**src/rtl/lsystem_3d_turtle_interpreter_unit_assert.svh**
```systemverilog
// Assertion macros shared by the turtle interpreter RTL.
`ifndef LSYSTEM_3D_TURTLE_INTERPRETER_UNIT_ASSERT_SVH
`define LSYSTEM_3D_TURTLE_INTERPRETER_UNIT_ASSERT_SVH

// Same-cycle implication, disabled while reset is high.
`define LTTI_ASSERT_IMP(label, clk, rst, ante, cons, msg) \
   label: assert property (@(posedge clk) disable iff (rst) (ante) |-> (cons)) \
      else $error(msg);

// Next-cycle implication, disabled while reset is high.
`define LTTI_ASSERT_NXT(label, clk, rst, ante, cons, msg) \
   label: assert property (@(posedge clk) disable iff (rst) (ante) |=> (cons)) \
      else $error(msg);

`endif

```
**src/rtl/ltti_ram.sv**
```systemverilog
// Generic single-write, single-read RAM with registered read data.
`timescale 1ns / 1ps

module ltti_ram #(
   parameter int unsigned WIDTH  = 8,
   parameter int unsigned DEPTH  = 16,
   parameter int unsigned ADDR_W = (DEPTH > 1) ? $clog2(DEPTH) : 1
) (
   input  logic              clock,
   input  logic              wr_en,
   input  logic [ADDR_W-1:0] wr_addr,
   input  logic [WIDTH-1:0]  wr_data,
   input  logic [ADDR_W-1:0] rd_addr,
   output logic [WIDTH-1:0]  rd_data
);

   logic [WIDTH-1:0] mem_ff [DEPTH];
   logic [WIDTH-1:0] rd_data_ff;

   always_ff @(posedge clock) begin
      if (wr_en) begin
         mem_ff[wr_addr] <= wr_data;
      end
      rd_data_ff <= mem_ff[rd_addr];
   end

   assign rd_data = rd_data_ff;

endmodule

```
**config.mk**
```make
export PLATFORM = sky130hd
export DESIGN_NAME = ltti_ram
export DESIGN_NICKNAME = d
export VERILOG_FILES = /design/src/rtl/lsystem_3d_turtle_interpreter_unit_assert.svh /design/src/rtl/ltti_ram.sv
export SDC_FILE = /design/constraint.sdc
export NUM_CORES = 1
export LEC_CHECK = 0
export BUFFER_PORTS_ARGS = -buffer_cell sky130_fd_sc_hd__clkbuf_2
export CORE_UTILIZATION = 60
export DETAILED_ROUTE_END_ITERATION = 10
export GPL_ROUTABILITY_DRIVEN = 1
export PLACE_DENSITY = 0.89
export SETUP_SLACK_MARGIN = 0.1
export SYNTH_ARGS = -nofsm -noshare
export SYNTH_HDL_FRONTEND = slang
export SYNTH_SLANG_ARGS = --single-unit
export TNS_END_PERCENT = 5
```
**constraint.sdc**
```tcl
create_clock -name clock -period 3.74 [get_ports clock]
set_input_delay 0.374 -clock clock [delete_from_list [all_inputs] [get_ports clock]]
set_output_delay 0.374 -clock clock [all_outputs]
set_load 0.005 [all_outputs]
```
## Word level (Yosys, flattened, before mapping)

Memory sizes are Yosys's and may differ from the RTL's. A register that Yosys moved wholly into a read port is not among the register bits.
Cells that the tools add are included.

| cells by class | value |
|---|---|
| divide/modulo/power cells | 0 |
| multiplexer cells | 2 |
| reduce and logical (&&, ||, !) cells | 0 |
| bitwise operators | 0 |
| add/subtract/negate cells | 0 |
| equal/unequal tests | 0 |
| shifts and indexed selects | 0 |
| magnitude comparators | 0 |
| multiply operators | 0 |

Operator list:

| cell | number |
|---|---|
| 2-to-1 mux 1 bit | 2 |

| word-level totals | value |
|---|---|
| word-level logic and storage cells | 3 |
| input port bits | 18 |
| memories kept | 1 |
| latch bits | 0 |
| flip-flop bits (word level) | 0 |
| RAM bits | 128 |
| memory bits (read-only) | 0 |
| output and inout bits | 8 |

Memories:

| memory | words | width | read ports | clocked after Yosys merged registers in | write ports | line | source |
|---|---|---|---|---|---|---|---|
| mem_ff | 16 | 8 | 1 | 1 | 1 | ltti_ram.sv:17 | `logic [WIDTH-1:0] mem_ff [DEPTH];` |

## Depth between registers and ports, before layout

| logic depth | value |
|---|---|
| depth after elaboration | 2 |
| mapped depth | 5 |
| depth with buffers taken out | 3 |

## Least setup slack after synthesis

OpenSTA, ideal clock, no wires.

| path | value |
|---|---|
| path type | input -> register |
| start point | in wr_addr[2] |
| end point | mem mem_ff[0][0], enable pin |
| path buffers | 0 |
| setup time | 0.383 ns |
| required time | 3.357 ns |
| cell stages on the path | 2 |
| arrival | 1.484 ns |
| slack | 1.873 ns |
| path through | or3b_2 > nor3_1 |

RTL lines:

| item | line | source |
|---|---|---|
| start, declared | ltti_ram.sv:11 | `input logic [ADDR_W-1:0] wr_addr,` |
| end, declared | ltti_ram.sv:17 |  |

Straight into the memory's write port.

==> impl_metrics.prom <==
# TYPE chip_impl_metric gauge
chip_impl_metric{name="internal_power",unit="uW"} 2840
chip_impl_metric{name="data_required_time_of_the_worst_path",unit="ns"} 4.13
chip_impl_metric{name="finish.net_count",unit=""} 286
chip_impl_metric{name="die_h",unit="um"} 94.6
chip_impl_metric{name="die-area",unit="mm^2"} 0.00895
chip_impl_info{name="critical-path-slowest-cell",value="mux4_1"} 1
chip_impl_info{name="route.top_layer_used",value="met4"} 1
chip_impl_metric{name="synth_cell_types",unit=""} 19
chip_impl_metric{name="reg2reg_depth",unit=""} 3
chip_impl_metric{name="final_sum_of_negative_setup_slack",unit="ns"} 0
chip_impl_metric{name="p_sw_share",unit="%"} 19.5
chip_impl_metric{name="postCtsSetupRepairBufs",unit=""} 0
chip_impl_metric{name="grt.overflow.total",unit=""} 0
chip_impl_info{name="result_of_the_run",value="complete, no violations"} 1
chip_impl_metric{name="cts_buffers",unit=""} 17
chip_impl_info{name="endpoint_kind",value="flop"} 1
chip_impl_metric{name="drtPass1Iterations",unit=""} 4
chip_impl_metric{name="arrival",unit="ns"} 1.98
chip_impl_metric{name="fmaxAchievable",unit="MHz"} 628
chip_impl_metric{name="finalWirelength",unit="um"} 9410
chip_impl_info{name="critical_path_class",value="input pin to flop"} 1
chip_impl_metric{name="count_of_buffers_inserted_at_the_top_level_ports",unit=""} 25
chip_impl_metric{name="drive_above_1_share",unit="%"} 27.4
chip_impl_metric{name="worst_ir_drop_vdd",unit="V"} 0.000386
chip_impl_metric{name="synth_area_per_cell",unit="um^2"} 22.5
chip_impl_metric{name="cts_resized",unit=""} 0
chip_impl_metric{name="power.combinational.fraction",unit="%"} 4.1
chip_impl_metric{name="cts.htree.levels",unit=""} 4
chip_impl_metric{name="cell_area_after_synthesis",unit="mm^2"} 0.00515
chip_impl_metric{name="place.detailed.instances",unit=""} 354
chip_impl_info{name="cts_tree",value="yes"} 1
chip_impl_metric{name="grt_first_pass_wirelength",unit="um"} 14100
chip_impl_metric{name="synth_async_sr_flop_share",unit="%"} 0
chip_impl_info{name="setup_repair_after_global_routing_missed_its_margin",value="false"} 1
chip_impl_metric{name="finalClockSkew",unit="ns"} 0.00579
chip_impl_metric{name="cap_viol_max_count",unit=""} 0
chip_impl_metric{name="grt_pass1_vias",unit=""} 2468
chip_impl_metric{name="hold_buffers",unit=""} 0
chip_impl_metric{name="setup_viol",unit=""} 0
chip_impl_metric{name="design.portCount",unit=""} 26
chip_impl_info{name="worstSetupStartpointType",value="input pin"} 1
chip_impl_metric{name="total_routing_resource_utilization_after_global_routing",unit="%"} 24.2
chip_impl_metric{name="synthesis.instances",unit=""} 229
chip_impl_metric{name="post-route-drc-count",unit=""} 0
chip_impl_metric{name="timing.max_slew.rel_slack",unit="%"} 36.7
chip_impl_metric{name="holdPathStages",unit=""} 1
chip_impl_metric{name="met2RoutedLength",unit="um"} 4820
chip_impl_metric{name="period_needed",unit="ns"} 1.59
chip_impl_metric{name="area.growth.synth_to_final",unit="%"} 15.7
chip_impl_metric{name="cts_num_sinks",unit=""} 136
chip_impl_metric{name="dpl.hpwl",unit="um"} 5660
chip_impl_metric{name="floorplan.core_area",unit="mm^2"} 0.00826
chip_impl_metric{name="total_routed_wire_length_on_the_met1_layer",unit="um"} 3670
chip_impl_metric{name="grt_antenna_before_repair",unit=""} 1
chip_impl_metric{name="cts.reportedPaths.clkPinSlew",unit="ns"} 0.06
chip_impl_metric{name="n_antenna_cell",unit=""} 0
chip_impl_metric{name="final_antenna_net_count",unit=""} 0
chip_impl_metric{name="synth_fp_nets",unit=""} 247
chip_impl_metric{name="vias",unit=""} 2427
chip_impl_metric{name="instances_no_fill",unit=""} 386
chip_impl_metric{name="grt_start_max_net_pins",unit=""} 33
chip_impl_metric{name="weighted_congestion_at_the_end_of_routability_driven_global_placement",unit=""} 0.765
chip_impl_metric{name="final_count_of_hold_timing_violations",unit=""} 0
chip_impl_metric{name="switching_power",unit="uW"} 686
chip_impl_metric{name="synth_edf_count",unit=""} 128
chip_impl_metric{name="clockPowerShare",unit="%"} 47.2
chip_impl_metric{name="wl_per_cell",unit="um"} 24.4
chip_impl_metric{name="power_density",unit="mW/mm^2"} 593
chip_impl_info{name="timing.critical_path.cells",value="clkbuf_2, buf_4, mux4_1, a22oi_1, nand2_1"} 1
chip_impl_metric{name="fin_crit_sh",unit="%"} 42.6
chip_impl_metric{name="clk-insertion-delay-late",unit="ns"} 0.51
chip_impl_info{name="min-delay-path-class",value="input pin to flop"} 1
chip_impl_metric{name="synthesis.yosys.warnings",unit=""} 0
chip_impl_metric{name="total_leakage_power",unit="uW"} 0.00202
chip_impl_metric{name="yosys_register_bits",unit=""} 136
chip_impl_metric{name="detailed_route_vias_per_instance",unit=""} 6.29
chip_impl_metric{name="worst_pin_slew",unit="ns"} 0.946
chip_impl_metric{name="maxSlewViolCount",unit=""} 0
chip_impl_metric{name="num-fill-cells",unit=""} 464
chip_impl_metric{name="critical_path.max_stage_delay",unit="ns"} 0.62
chip_impl_metric{name="design_area",unit="mm^2"} 0.00595
chip_impl_metric{name="dpl_cell_area",unit="mm^2"} 0.00536
chip_impl_metric{name="met3_routed_wirelength",unit="um"} 653
chip_impl_metric{name="share_of_power_burned_in_registers",unit="%"} 48.7
chip_impl_metric{name="chipWidth",unit="um"} 94.6
chip_impl_metric{name="detailedRoute.firstIterationViolations",unit=""} 256
chip_impl_metric{name="initial_utilization",unit="%"} 62.3
chip_impl_metric{name="cts_buffer_depth",unit=""} 2
chip_impl_info{name="yosys_most_used_dff",value="edfxtp_1"} 1
chip_impl_metric{name="rows",unit=""} 33
chip_impl_metric{name="critPathMaxFanout",unit=""} 32
chip_impl_info{name="root_buffer",value="clkbuf_8"} 1
chip_impl_metric{name="synth_sequential_area_ratio",unit="%"} 77.8
registers in the layout (all words and copies together) (netlist names):
| register | flops |
|---|---|
| mem_ff | 128 |
| rd_data | 8 |
critical path, delay by kind of cell:
kind | cells | cell delay, ns
AO/OA/AOI/OAI | 1 | 0.30
buffers and inverters | 2 | 0.54
multiplexers | 1 | 0.62
AND/OR/NAND/NOR | 1 | 0.11
cell usage in the layout, fill, tap and decap left out:
master	n
clkbuf_2	25
clkinv_2	3
nand2b_1	2
a22oi_1	16
edfxtp_1	128
clkinvlp_4	1
inv_6	1
buf_4	5
or3b_2	1
mux4_1	14
nor3_1	4
nor2b_1	1
bufinv_16	4
clkinv_1	3
nand3_1	1
clkbuf_16	16
nand3b_1	2
dfxtp_1	8
nor2_1	13
mux4_2	18
and2b_1	1
and2_1	1
clkbuf_8	1
nand2_1	9
clkbuf_1	1
clkinv_4	2
power by group through the flow:
stage          registers (uW)  logic (uW)  clock network (uW)
2_1_floorplan            1740        86.5                   0
3_3_place_gp             1750         140                   0
3_5_place_dp             1750         145                   0
4_1_cts                  1720         147                1680
5_1_grt                  1720         156                1750
6_report                 1720         144                1670
worst paths after layout:
check | from | end | slack, ns
worst max register to register | mem_ff[5][0] | rd_data[0] | 2.34
worst max-delay path | rd_addr[0] | rd_data[3] | 2.15
worst min register to register | mem_ff[4][6] | rd_data[6] | 0.68
worst min-delay path | wr_data[0] | mem_ff[3][0] | 0.29
kinds of logic (layout without fill, tap and decap cells):
kind of cell,count (synthesis),after routing,synth area share [%]
AOI/OAI and AO/OA,16,16,2.33
buffers and inverters,10,62,1.68
DFF,136,136,77.8
muxes,32,32,15.0
and+or+nand+nor,35,35,3.18
final cells by class:
type	instances	area [um^2]	area share, %
tap	105	131	2.21
sequential	136	4000	67.3
timing repair buffer	30	163	2.73
clock buffer	18	418	7.02
clock inverter	14	180	3.03
multi-input combinational	83	1060	17.8
cells in the mapped netlist (3+ instances only):
master           count  area [um^2]
a22oi_1             16          120
buf_2                3         15.0
buf_6                3         33.8
clkdlybuf4s25_2      3         30.0
dfxtp_1              8          160
edfxtp_1           128         3840
mux4_1              14          368
mux4_2              18          405
nand2_1              9         33.8
nor2_1              13         48.8
nor3_1               4         20.0
routing by layer:
layer | vias to the layer above | GRT usage [%]
li1 | 1056 | -
met1 | 1253 | 30.3
met2 | 98 | 37.9
met3 | 20 | 7.73
met4 | 0 | 13.0
met5 | - | 0
per-stage QoR:
| step | power [uW] | setup slack [ns] | hold slack [ns] | util (%) |
|---|---|---|---|---|
| after global placement | 1890 | 1.64 | 0.648 | 64.8 |
| final | 3530 | 2.15 | 0.286 | 72.1 |
| after CTS | 3540 | 2.14 | 0.260 | 72.1 |
| after detailed placement | 1890 | 1.61 | 0.655 | 64.8 |
| after floorplan | 1830 | 1.87 | 0.473 | - |
| after global routing | 3620 | 2.10 | 0.275 | 72.1 |
No activity file was read; power rests on OpenSTA's default activity.
